**src/rtl/core/fas_pkg.sv**
```systemverilog
// Shared constants, codes and control types for the frame animation sequencer.
`default_nettype none

package fas_pkg;

  // Table and walk limits
  localparam int MaxFrames      = 64;
  localparam int MaxStepsPerTick = 64;

  // Field widths
  localparam int FRAME_W   = 6;
  localparam int COUNT_W   = 7;
  localparam int TIME_W    = 20;
  localparam int ELAPSED_W = 21;
  localparam int STEP_W    = $clog2(MaxStepsPerTick + 1);
  localparam int ADDR_W    = $clog2(MaxFrames);

  // Packed stream widths
  localparam int IN_DATA_W  = 48;
  localparam int OUT_DATA_W = 16;
  localparam int CMD_W      = 2;

  // Configuration port
  localparam int PADDR_W = 4;
  localparam int PDATA_W = 32;

  // Command codes
  localparam logic [CMD_W-1:0] CMD_TICK = 2'd0;
  localparam logic [CMD_W-1:0] CMD_PLAY = 2'd1;
  localparam logic [CMD_W-1:0] CMD_STOP = 2'd2;
  localparam logic [CMD_W-1:0] CMD_LOAD = 2'd3;

  // Direction modes
  localparam logic [1:0] MODE_FWD  = 2'd0;
  localparam logic [1:0] MODE_REV  = 2'd1;
  localparam logic [1:0] MODE_PING = 2'd2;

  // Register indexes (paddr[3:2])
  localparam logic [1:0] REG_DIR   = 2'd0;
  localparam logic [1:0] REG_LOOP  = 2'd1;
  localparam logic [1:0] REG_COUNT = 2'd2;

  // Elapsed time saturation value
  localparam logic [ELAPSED_W-1:0] ELAPSED_MAX = {ELAPSED_W{1'b1}};

  // Commands from controller to datapath
  typedef struct packed {
    logic start_tick;
    logic play;
    logic stop;
    logic load;
    logic step;
    logic out_load;
  } fas_cmd_t;

  // Status from datapath to controller
  typedef struct packed {
    logic tick_go;
    logic walk_end;
  } fas_stat_t;

  // Configuration register set
  typedef struct packed {
    logic [1:0]         direction_mode;
    logic               loop_enable;
    logic [COUNT_W-1:0] frame_count;
  } fas_cfg_t;

endpackage

`default_nettype wire

```
**src/rtl/core/frame_animation_sequencer.sv**
```systemverilog
// Top level of the frame animation sequencer: stream ports, config port, core wiring.
//
//  port group   dir  contents
//  s_*          in   command requests (tick, play, stop, load)
//  m_*          out  one status result per request
//  p*           cfg  direction_mode, loop_enable, frame_count registers
//
// Play, stop and load go from acceptance straight to the result state. A tick
// does too when not playing; else it walks frame advances (at most 64), each
// through a table read state and a compare state, until the frame's time is
// not used up, the cap is hit or the clip ends. Reset clears play state and
// registers, not the duration table. A waiting result does not block the next
// request; a new result waits for the output register to free up.
`default_nettype none

module frame_animation_sequencer (
  input  wire logic                             clk,
  input  wire logic                             rst,
  // tdata: delta_us[19:0], frame_slot[25:20], duration_us[45:26], zero fill
  input  wire logic [fas_pkg::IN_DATA_W-1:0]    s_tdata,
  // tuser: command[1:0]
  input  wire logic [fas_pkg::CMD_W-1:0]        s_tuser,
  input  wire logic                             s_tvalid,
  output logic                                  s_tready,
  // tdata: frame_index[5:0], is_playing[6], advanced[7], step_limit_hit[8], zero fill
  output logic      [fas_pkg::OUT_DATA_W-1:0]   m_tdata,
  output logic                                  m_tvalid,
  input  wire logic                             m_tready,
  input  wire logic                             psel,
  input  wire logic                             penable,
  input  wire logic                             pwrite,
  input  wire logic [fas_pkg::PADDR_W-1:0]      paddr,
  input  wire logic [fas_pkg::PDATA_W-1:0]      pwdata,
  output logic      [fas_pkg::PDATA_W-1:0]      prdata,
  output logic                                  pready
);
  import fas_pkg::*;

  fas_cfg_t          cfg;
  fas_cmd_t          cmd;
  fas_stat_t         stat;
  logic [FRAME_W-1:0] frame_index;
  logic              is_playing;
  logic              advanced;
  logic              step_limit_hit;

  fas_regs u_regs (
    .clk     (clk),
    .rst     (rst),
    .psel    (psel),
    .penable (penable),
    .pwrite  (pwrite),
    .paddr   (paddr),
    .pwdata  (pwdata),
    .prdata  (prdata),
    .pready  (pready),
    .cfg     (cfg)
  );

  fas_ctrl u_ctrl (
    .clk      (clk),
    .rst      (rst),
    .s_tvalid (s_tvalid),
    .s_tready (s_tready),
    .s_cmd    (s_tuser),
    .m_tvalid (m_tvalid),
    .m_tready (m_tready),
    .stat     (stat),
    .cmd      (cmd)
  );

  fas_dp u_dp (
    .clk            (clk),
    .rst            (rst),
    .cfg            (cfg),
    .cmd            (cmd),
    .delta_us       (s_tdata[19:0]),
    .frame_slot     (s_tdata[25:20]),
    .duration_us    (s_tdata[45:26]),
    .stat           (stat),
    .frame_index    (frame_index),
    .is_playing     (is_playing),
    .advanced       (advanced),
    .step_limit_hit (step_limit_hit)
  );

  // Result packing
  assign m_tdata = {7'd0, step_limit_hit, advanced, is_playing, frame_index};

endmodule

`default_nettype wire

```
**src/rtl/core/fas_regs.sv**
```systemverilog
// APB-style configuration registers for the frame animation sequencer.
`default_nettype none

module fas_regs (
  input  wire logic                         clk,
  input  wire logic                         rst,
  input  wire logic                         psel,
  input  wire logic                         penable,
  input  wire logic                         pwrite,
  input  wire logic [fas_pkg::PADDR_W-1:0]  paddr,
  input  wire logic [fas_pkg::PDATA_W-1:0]  pwdata,
  output logic      [fas_pkg::PDATA_W-1:0]  prdata,
  output logic                              pready,
  output fas_pkg::fas_cfg_t                 cfg
);
  import fas_pkg::*;

  logic       wr_en;
  logic [1:0] reg_idx;

  assign pready  = 1'b1;
  assign wr_en   = psel & penable & pwrite;
  assign reg_idx = paddr[3:2];

  // Register writes
  always_ff @(posedge clk) begin
    if (rst) begin
      cfg.direction_mode <= MODE_FWD;
      cfg.loop_enable    <= 1'b1;
      cfg.frame_count    <= COUNT_W'(1);
    end else if (wr_en) begin
      unique case (reg_idx)
        REG_DIR:   cfg.direction_mode <= pwdata[1:0];
        REG_LOOP:  cfg.loop_enable    <= pwdata[0];
        REG_COUNT: cfg.frame_count    <= pwdata[COUNT_W-1:0];
        default: ;
      endcase
    end
  end

  // Read mux
  always_comb begin
    unique case (reg_idx)
      REG_DIR:   prdata = PDATA_W'(cfg.direction_mode);
      REG_LOOP:  prdata = PDATA_W'(cfg.loop_enable);
      REG_COUNT: prdata = PDATA_W'(cfg.frame_count);
      default:   prdata = '0;
    endcase
  end

endmodule

`default_nettype wire

```
**src/rtl/core/fas_ctrl.sv**
```systemverilog
// Controller state machine: command dispatch, frame walk sequencing, result handoff.
`default_nettype none

module fas_ctrl (
  input  wire logic                     clk,
  input  wire logic                     rst,
  input  wire logic                     s_tvalid,
  output logic                          s_tready,
  input  wire logic [fas_pkg::CMD_W-1:0] s_cmd,
  output logic                          m_tvalid,
  input  wire logic                     m_tready,
  input  wire fas_pkg::fas_stat_t       stat,
  output fas_pkg::fas_cmd_t             cmd
);
  import fas_pkg::*;

  localparam logic [1:0] S_IDLE   = 2'd0;
  localparam logic [1:0] S_READ   = 2'd1;
  localparam logic [1:0] S_CHECK  = 2'd2;
  localparam logic [1:0] S_FINISH = 2'd3;

  logic [1:0] state;
  logic [1:0] state_next;
  logic       accept;
  logic       out_free;

  assign s_tready = (state == S_IDLE);
  assign accept   = s_tvalid & s_tready;
  assign out_free = ~m_tvalid | m_tready;

  // Next state and datapath commands
  always_comb begin
    state_next = state;
    cmd        = '0;
    unique case (state)
      S_IDLE: begin
        if (accept) begin
          unique case (s_cmd)
            CMD_TICK: begin
              cmd.start_tick = 1'b1;
              state_next     = stat.tick_go ? S_READ : S_FINISH;
            end
            CMD_PLAY: begin
              cmd.play   = 1'b1;
              state_next = S_FINISH;
            end
            CMD_STOP: begin
              cmd.stop   = 1'b1;
              state_next = S_FINISH;
            end
            default: begin
              cmd.load   = 1'b1;
              state_next = S_FINISH;
            end
          endcase
        end
      end
      S_READ: state_next = S_CHECK;
      S_CHECK: begin
        cmd.step   = 1'b1;
        state_next = stat.walk_end ? S_FINISH : S_READ;
      end
      default: begin
        if (out_free) begin
          cmd.out_load = 1'b1;
          state_next   = S_IDLE;
        end
      end
    endcase
  end

  // State and output valid
  always_ff @(posedge clk) begin
    if (rst) begin
      state    <= S_IDLE;
      m_tvalid <= 1'b0;
    end else begin
      state <= state_next;
      if (cmd.out_load) begin
        m_tvalid <= 1'b1;
      end else if (m_tready) begin
        m_tvalid <= 1'b0;
      end
    end
  end

endmodule

`default_nettype wire

```
**src/rtl/core/fas_dp.sv**
```systemverilog
// Datapath: duration table, playback state, frame advance logic and result register.
`default_nettype none

module fas_dp (
  input  wire logic                          clk,
  input  wire logic                          rst,
  input  wire fas_pkg::fas_cfg_t             cfg,
  input  wire fas_pkg::fas_cmd_t             cmd,
  input  wire logic [fas_pkg::TIME_W-1:0]    delta_us,
  input  wire logic [fas_pkg::FRAME_W-1:0]   frame_slot,
  input  wire logic [fas_pkg::TIME_W-1:0]    duration_us,
  output fas_pkg::fas_stat_t                 stat,
  output logic      [fas_pkg::FRAME_W-1:0]   frame_index,
  output logic                               is_playing,
  output logic                               advanced,
  output logic                               step_limit_hit
);
  import fas_pkg::*;

  // Duration table, registered read
  logic [TIME_W-1:0] dur_mem [MaxFrames];
  logic [TIME_W-1:0] rd_dur;

  // Playback state
  logic [ELAPSED_W-1:0] elapsed;
  logic [FRAME_W-1:0]   cur_frame;
  logic                 playing;
  logic                 bounce;
  logic                 adv_flag;
  logic                 limit_flag;
  logic [STEP_W-1:0]    steps;

  // Combinational terms
  logic [COUNT_W-1:0]   count;
  logic [COUNT_W-1:0]   count_m1;
  logic [COUNT_W-1:0]   count_m2;
  logic [COUNT_W-1:0]   frame_p1;
  logic [FRAME_W-1:0]   clamp_frame;
  logic [ELAPSED_W:0]   elapsed_sum;
  logic [ELAPSED_W-1:0] elapsed_sat;
  logic [ELAPSED_W-1:0] elapsed_sub;
  logic                 hold;
  logic                 cap;
  logic [FRAME_W-1:0]   nx_frame;
  logic                 nx_bounce;
  logic                 nx_play;
  logic                 nx_clear;

  // Clip length saturated to the table depth
  assign count    = (cfg.frame_count > COUNT_W'(MaxFrames)) ? COUNT_W'(MaxFrames)
                                                           : cfg.frame_count;
  assign count_m1 = count - COUNT_W'(1);
  assign count_m2 = count - COUNT_W'(2);
  assign frame_p1 = COUNT_W'(cur_frame) + COUNT_W'(1);

  // Tick entry: clamp frame, add elapsed with saturation
  assign clamp_frame = (COUNT_W'(cur_frame) >= count) ? count_m1[FRAME_W-1:0] : cur_frame;
  assign elapsed_sum = (ELAPSED_W+1)'(elapsed) + (ELAPSED_W+1)'(delta_us);
  assign elapsed_sat = elapsed_sum[ELAPSED_W] ? ELAPSED_MAX : elapsed_sum[ELAPSED_W-1:0];

  // Walk checks against the frame just read
  assign hold        = (rd_dur != '0) && (elapsed < ELAPSED_W'(rd_dur));
  assign cap         = (steps >= STEP_W'(MaxStepsPerTick));
  assign elapsed_sub = elapsed - ELAPSED_W'(rd_dur);

  assign stat.tick_go  = playing & (count != '0);
  assign stat.walk_end = hold | cap | ~nx_play;

  // One frame advance
  always_comb begin
    nx_frame  = cur_frame;
    nx_bounce = bounce;
    nx_play   = playing;
    nx_clear  = 1'b0;
    if (cfg.direction_mode == MODE_REV) begin
      if (cur_frame != '0) begin
        nx_frame = cur_frame - FRAME_W'(1);
      end else if (cfg.loop_enable) begin
        nx_frame = count_m1[FRAME_W-1:0];
      end else begin
        nx_play  = 1'b0;
        nx_clear = 1'b1;
      end
    end else if (cfg.direction_mode == MODE_PING) begin
      if (!bounce && (frame_p1 < count)) begin
        nx_frame = frame_p1[FRAME_W-1:0];
      end else if (bounce && (cur_frame != '0)) begin
        nx_frame = cur_frame - FRAME_W'(1);
      end else begin
        nx_bounce = ~bounce;
        if (count == COUNT_W'(1)) begin
          // single frame: flip and restart the frame time
          nx_play  = cfg.loop_enable;
          nx_clear = 1'b1;
        end else if (bounce) begin
          // back at frame 0 after the return pass
          if (!cfg.loop_enable) begin
            nx_play  = 1'b0;
            nx_clear = 1'b1;
          end else begin
            nx_frame = FRAME_W'(1);
          end
        end else begin
          nx_frame = count_m2[FRAME_W-1:0];
        end
      end
    end else begin
      if (frame_p1 < count) begin
        nx_frame = frame_p1[FRAME_W-1:0];
      end else if (cfg.loop_enable) begin
        nx_frame = '0;
      end else begin
        nx_play  = 1'b0;
        nx_clear = 1'b1;
      end
    end
  end

  // Table write and read
  always_ff @(posedge clk) begin
    if (cmd.load) begin
      dur_mem[frame_slot[ADDR_W-1:0]] <= duration_us;
    end
    rd_dur <= dur_mem[cur_frame[ADDR_W-1:0]];
  end

  // Playback state updates
  always_ff @(posedge clk) begin
    if (rst) begin
      elapsed    <= '0;
      cur_frame  <= '0;
      playing    <= 1'b0;
      bounce     <= 1'b0;
      adv_flag   <= 1'b0;
      limit_flag <= 1'b0;
      steps      <= '0;
    end else begin
      if (cmd.start_tick || cmd.play || cmd.stop || cmd.load) begin
        adv_flag   <= 1'b0;
        limit_flag <= 1'b0;
        steps      <= '0;
      end
      if (cmd.start_tick && stat.tick_go) begin
        cur_frame <= clamp_frame;
        elapsed   <= elapsed_sat;
      end
      if (cmd.play && (count != '0)) begin
        playing   <= 1'b1;
        elapsed   <= '0;
        bounce    <= 1'b0;
        cur_frame <= (cfg.direction_mode == MODE_REV) ? count_m1[FRAME_W-1:0] : '0;
      end
      if (cmd.stop) begin
        playing <= 1'b0;
      end
      if (cmd.step && !hold) begin
        if (cap) begin
          limit_flag <= 1'b1;
        end else begin
          elapsed   <= nx_clear ? '0 : elapsed_sub;
          cur_frame <= nx_frame;
          bounce    <= nx_bounce;
          playing   <= nx_play;
          adv_flag  <= 1'b1;
          steps     <= steps + STEP_W'(1);
        end
      end
    end
  end

  // Result register
  always_ff @(posedge clk) begin
    if (cmd.out_load) begin
      frame_index    <= cur_frame;
      is_playing     <= playing;
      advanced       <= adv_flag;
      step_limit_hit <= limit_flag;
    end
  end

endmodule

`default_nettype wire

```
**config.mk**
```make
export PLATFORM = sky130hd
export DESIGN_NAME = frame_animation_sequencer
export DESIGN_NICKNAME = d
export VERILOG_FILES = /design/src/rtl/core/fas_pkg.sv /design/src/rtl/core/frame_animation_sequencer.sv /design/src/rtl/core/fas_regs.sv /design/src/rtl/core/fas_ctrl.sv /design/src/rtl/core/fas_dp.sv
export SDC_FILE = /design/constraint.sdc
export NUM_CORES = 1
export LEC_CHECK = 0
export BUFFER_PORTS_ARGS = -buffer_cell sky130_fd_sc_hd__buf_2
export CORE_AREA = 2 2 409 309
export CTS_BUF_LIST = sky130_fd_sc_hd__clkbuf_8
export CTS_CLUSTER_DIAMETER = 40
export CTS_CLUSTER_SIZE = 40
export DETAILED_ROUTE_END_ITERATION = 16
export DIE_AREA = 0 0 411 311
export PLACE_DENSITY = 0.69
export SYNTH_ARGS = -nofsm -noshare
export SYNTH_HDL_FRONTEND = slang
export SYNTH_SLANG_ARGS = --single-unit
```
**constraint.sdc**
```tcl
create_clock -name clk -period 10.9 [get_ports clk]
set_clock_uncertainty 0.15 [all_clocks]
set_input_delay 2.18 -clock clk [delete_from_list [all_inputs] [get_ports clk]]
set_output_delay 2.18 -clock clk [all_outputs]
set_load 0.03 [all_outputs]
```
== Yosys cells after proc, flatten, opt, wreduce, memory -nomap -nowiden ==
Memory sizes are Yosys's and may differ from the RTL's. A register that Yosys moved wholly into a read port is not among the register bits.
Index checks and enable logic that the tools add are counted.
Widths: inputs -> output; s select.

* Bits in writable memories: 1280
* Word-level logic and storage cells: 166
* Memories kept: 1
* Output and inout bits: 51
* Register bits after elaboration: 60

* Order comparisons: 5
* Equality and inequality tests: 18
* Bitwise operators: 10
* Mux-type cells: 82
* Reduce and logical (&&, ||, !) cells: 27
* Add/subtract/negate cells: 7

{| class="wikitable"
|+ Memories
! memory !! depth !! width !! rd ports !! clocked after memory_dff !! write ports !! RTL line !! source
|-
| u_dp.dur_mem || 64 || 20 || 1 || 1 || 1 || fas_dp.sv:21 || <nowiki>logic [TIME_W-1:0] dur_mem [MaxFrames];</nowiki>
|}

{| class="wikitable"
|+ Operator list
! kind !! count
|-
| $mux 21 || 6
|-
| $mux 6 || 17
|-
| $mux 1 || 46
|-
| $mux 7 || 4
|-
| $add 21x20->22 || 1
|-
| $lt 21x20->1 || 1
|-
| $pmux 7 s3 || 1
|-
| $sub 21x20->21 || 1
|-
| $reduce_bool 20->1 || 1
|-
| $sub 6x1->6 const B || 2
|-
| $mux 2 || 5
|-
| $ne 3x2->1 const B || 3
|-
| $eq 2x1->1 const B || 4
|-
| $eq 2x2->1 const B || 4
|-
| $mux 4 || 2
|-
| $ne 8x8->1 const B || 1
|-
| $reduce_and 2->1 || 4
|-
| $reduce_and 4->1 || 2
|-
| $add 6x1->7 const B || 1
|-
| $add 7x1->7 const B || 1
|-
| $eq 7x1->1 const B || 1
|-
| $ge 6x7->1 || 1
|-
| $ge 7x7->1 const B || 1
|-
| $gt 7x7->1 const B || 1
|-
| other kinds (20) || 38
|}

== Logic depth before layout (Yosys ltp) ==
* Depth in word-level cells: 12
* Mapped depth: 16
* Mapped depth without buffers: 12

== Cells and area by module ==
A second synthesis with hierarchy kept.

* Cell total of the unflattened synthesis: 2785
* Area total of the unflattened synthesis: 55439.4 µm²

{| class="wikitable"
|+ By module, submodules not included
! module !! area an instance (µm²) !! instances !! cells each !! seq. area each (µm²)
|-
| fas_dp || 54363.4 || 1 || 2659 || 39868.2
|-
| fas_regs || 743.2 || 1 || 83 || 200.2
|-
| fas_ctrl || 254.0 || 1 || 32 || 60.1
|-
| frame_animation_sequencer || 78.8 || 1 || 11 || 0.0
|}

== Least setup slack after synthesis ==
Ideal clock, no wire load.

* Path type: input port to flip-flop
* Start point: in s_tvalid
* End point: mem u_dp.dur_mem[48][0] (enable)
* Arrival: 4.985 ns
* Buffers on the path: 0
* Setup time: 0.449 ns
* Setup slack: 5.317 ns
* Cell stages on the path: 5
* Path through: and2_1 nand2_1 nor2_1 nand4b_1 nor4_1

* Cells in the longest elaborated chain, start to end: 5

{| class="wikitable"
|+ RTL lines
! item !! RTL line !! source
|-
| from (decl) || frame_animation_sequencer.sv:23 || <nowiki>input wire logic s_tvalid,</nowiki>
|-
| $and 1x1->1 || fas_ctrl.sv:28 || <nowiki>assign accept = s_tvalid & s_tready;</nowiki>
|-
| $mux 4 || fas_ctrl.sv:37 || <nowiki>if (accept) begin</nowiki>
|-
| $mux 4 || fas_ctrl.sv:35 || <nowiki>unique case (state)</nowiki>
|-
| $mux 1 || fas_dp.sv:121 || <nowiki>if (cmd.load) begin</nowiki>
|-
| $mux 1 (implied by the code) || fas_dp.sv:122 || <nowiki>dur_mem[frame_slot[ADDR_W-1:0]] <= duration_us;</nowiki>
|-
| to (decl) || fas_dp.sv:21 ||
|}

Every way passes these cells.

== Final worst setup path ==
* Start point: in paddr[3] in the netlist's numbering
* End point: out prdata[3] in the netlist's numbering

* Cells in the longest elaborated chain, start to end: 2
* Elaborated cells on any way between the ends: 4
* Those cells by class: 2 x eq/ne; 1 x mux; 1 x reduce/logical

{| class="wikitable"
|+ RTL lines
! item !! RTL line !! source
|-
| from (decl) || frame_animation_sequencer.sv:32 || <nowiki>input wire logic [fas_pkg::PADDR_W-1:0] paddr,</nowiki>
|-
| $eq 2x2->1 (tied with other cells) || fas_regs.sv:43 || <nowiki>unique case (reg_idx)</nowiki>
|-
| $pmux 7 s3 * || fas_regs.sv:43 ||
|-
| to (decl) || frame_animation_sequencer.sv:34 || <nowiki>output logic [fas_pkg::PDATA_W-1:0] prdata,</nowiki>
|}

Mark *: on every way between the ends. The rest lies on a longest branch, timed or not.

==> flow_summary.json <==
{
  "drt-initial-drc-count": 3564,
  "clockRootBuffer": "clkbuf_8",
  "io_pins": 144,
  "cts_tree": "yes",
  "numClockSinks": 1360,
  "cp-endpoint": "prdata[3]",
  "dp_hpwl_um": 73230,
  "die-area_mm2": 0.1278,
  "dieHeight_um": 311,
  "path_class": "in -> out",
  "clk_pin_slew_ps": 80,
  "tns_ps": 0,
  "p_per_area_mw_per_mm2": 154.6,
  "r2r_end": "u_dp.rd_dur[1]",
  "rows": 112,
  "antenna_found_initial": 13,
  "hold_viol": 0,
  "dp_cells": 4356,
  "antenna_left": 0,
  "irDropWorstVdd_mv": 0.1170,
  "synth_common_cells": "1,289 x edfxtp_1, 418 x mux4_2, 119 x nor2_1, 75 x clkbuf_1, 71 x dfxtp_1",
  "drive_above_1_share_pct": 28.97,
  "via_per_inst": 5.960,
  "clk_latency_ps": 840,
  "critPathMaxFanout": 6,
  "cts_resized": 0,
  "synth_area_mm2": 0.05536,
  "crit_required_ps": 8570,
  "ys_seq_area_share_pct": 72.48,
  "die_x_um": 411,
  "yosysWarningCount": 0,
  "numCtsBuffers": 130,
  "synth_ff_type": "edfxtp_1",
  "cp.arrival_ps": 3010,
  "yosysMostFrequentCell": "edfxtp_1",
  "cts_buffer_depth": 3,
  "synthToLayoutAreaGrowth_pct": 9.776,
  "post_cts_buffers": 0,
  "status": "completed",
  "grt.total_usage_pct": 19.92,
  "first_pass_iters": 5,
  "overflow": 0,
  "setup_viol": 0,
  "dr_total_vias": 27430,
  "hold_buffers": 0,
  "maxCapViolations": 0,
  "yosysTopAreaCell": "edfxtp_1",
  "cp-startpoint": "paddr[3]",
  "r2r_slack_ps": 6140,
  "start_util_pct": 44.69,
  "drv_slew": 0,
  "maxSlewHeadroom_pct": 13.46,
  "finalCritPeriodShare_pct": 49.03,
  "wire_per_inst_um": 27.68,
  "clock.fmax_mhz": 187.1,
  "cp-end-kind": "output port",
  "nets": 2996,
  "cts.htree.levels": 4,
  "worst-slew-pin-transition_ps": 1291,
  "rr_worst_depth": 5,
  "ys_ff_latch": 1360,
  "gp_congestion": 0.8809,
  "synth_area_leaders": "edfxtp_1 70%, mux4_2 17%, dfxtp_1 2.6%",
  "synthDistinctLibCells": 71,
  "synthCells": 2712,
  "grt_pass1_wl_um": 185400,
  "grt_max_degree": 148,
  "synth_edf_count": 1289,
  "fp.coreArea_mm2": 0.1239,
  "p_leak_uw": 0.01852,
  "rsz0062_at_grt": "false",
  "period_needed_ps": 5344,
  "yosysTopAreaCellShare_pct": 69.91,
  "async_reset_ff_share_pct": 0,
  "instances_no_fill": 4603,
  "grt_pass1_vias": 27450,
  "critical_path.startpoint_type": "primary input",
  "io_buffer_count": 81,
  "route.detailed.drc": 0,
  "routed_wirelength_um": 127400,
  "fillers": 9733,
  "hold_path.class": "reg -> reg",
  "synth_area_per_cell_um2": 20.41,
  "r2r-start": "u_dp.cur_frame[0]"
}
==> layer usage <==
metal	global-route usage [%]	routed length (µm)	vias up
met1	28.46	51590	14430
met3	4.717	12790	182
li1	-	-	11490
met5	0	77	-
met2	30.94	60170	1316
met4	5.236	2798	14
==> how the worst min path moves through the flow <==
stage | startpoint | end | slack, ps | cells past startpoint
detailed placement | u_dp.adv_flag | u_dp.advanced | 280 | 0
floorplan | u_dp.adv_flag | u_dp.advanced | 260 | 0
CTS | u_dp.adv_flag | u_dp.advanced | 300 | 0
global route | u_dp.adv_flag | u_dp.advanced | 320 | 0
global placement | u_dp.adv_flag | u_dp.advanced | 270 | 0
finish | u_dp.adv_flag | u_dp.advanced | 300 | 0
==> worst max-delay path, cell delays in order <==
cell	delay (ps)
buf_2	130
nor2b_1	310
and2_1	190
buf_2	200
==> report_power, final <==
part | leakage (µW) | switching (µW) | internal (µW)
Combinational | 0.00487 | 215 | 68.1
Sequential | 0.0122 | 10.8 | 5730
Clock | 0.00147 | 1900 | 1480
Total | 0.0185 | 2130 | 7270
==> registers in the layout (all words and copies together), names as in the netlist <==
signal               cells
u_dp.bounce              1
u_ctrl.state             2
u_dp.playing             1
u_dp.cur_frame           6
u_dp.frame_index         6
u_dp.step_limit_hit      1
u_regs.cfg              10
u_dp.steps               7
u_dp.elapsed            21
u_dp.is_playing          1
u_dp.dur_mem          1280
u_ctrl.m_tvalid          1
u_dp.rd_dur             20
u_dp.advanced            1
u_dp.limit_flag          1
u_dp.adv_flag            1
==> kinds of logic (layout without fill, tap and decap cells) <==
group           after synthesis  after routing  synth area share (%)
flops                      1360           1360                 72.48
mux                         437            437                 17.41
simple gates                327            327                 2.816
compound gates              251            251                 3.114
buf+inv                     223            421                 1.907
fa+ha+maj                    68             68                 1.564
xor+xnor                     44             44                0.6961
other cells                   2             42               0.01356
==> cells in the final DEF (no fill, tap or decap), types with 15 or more instances in the layout <==
master      instances
nand2b_1           15
nor2_4             29
nor2_2             33
ha_1               66
o21ai_0            33
o221ai_1           21
buf_4              51
a21oi_1            46
dfxtp_1            66
inv_6              23
nor2_1             57
nor3_1             17
a21o_1             15
inv_1              59
inv_8              15
o21ai_1            24
nand2_1            62
nand3_1            34
buf_2              81
mux4_2            418
xnor2_1            27
xor2_1             17
conb_1             33
clkinvlp_4         15
mux2i_1            16
clkbuf_8          134
edfxtp_1         1289
==> layout make-up <==
cell class	instances	area (µm²)	share of cell area (%)
Antenna cell	9	22.52	0.03706
Clock buffer	134	1844	3.034
Clock inverter	104	1066	1.754
Inverter	49	183.9	0.3026
Multi-Input combinational cell	1160	14620	24.05
Sequential cell	1360	40140	66.05
Tap cell	1653	2068	3.403
Timing Repair Buffer	134	828.3	1.363
==> stage by stage <==
| step | area [µm²] | total power [µW] | utilization [%] | hold slack (ps) | setup slack, ps |
|---|---|---|---|---|---|
| floorplan | 55480 | 6007 | - | 258.1 | 5317 |
| global placement | 57840 | 6116 | 46.69 | 269.9 | 5572 |
| detailed placement | 57840 | 6135 | 46.69 | 279.5 | 5577 |
| CTS | 60750 | 9463 | 49.04 | 304.7 | 5578 |
| global route | 60760 | 9684 | 49.05 | 323.2 | 5487 |
| finish | 60780 | 9397 | 49.06 | 301.0 | 5556 |
No activity file was read; power rests on OpenSTA's default activity.
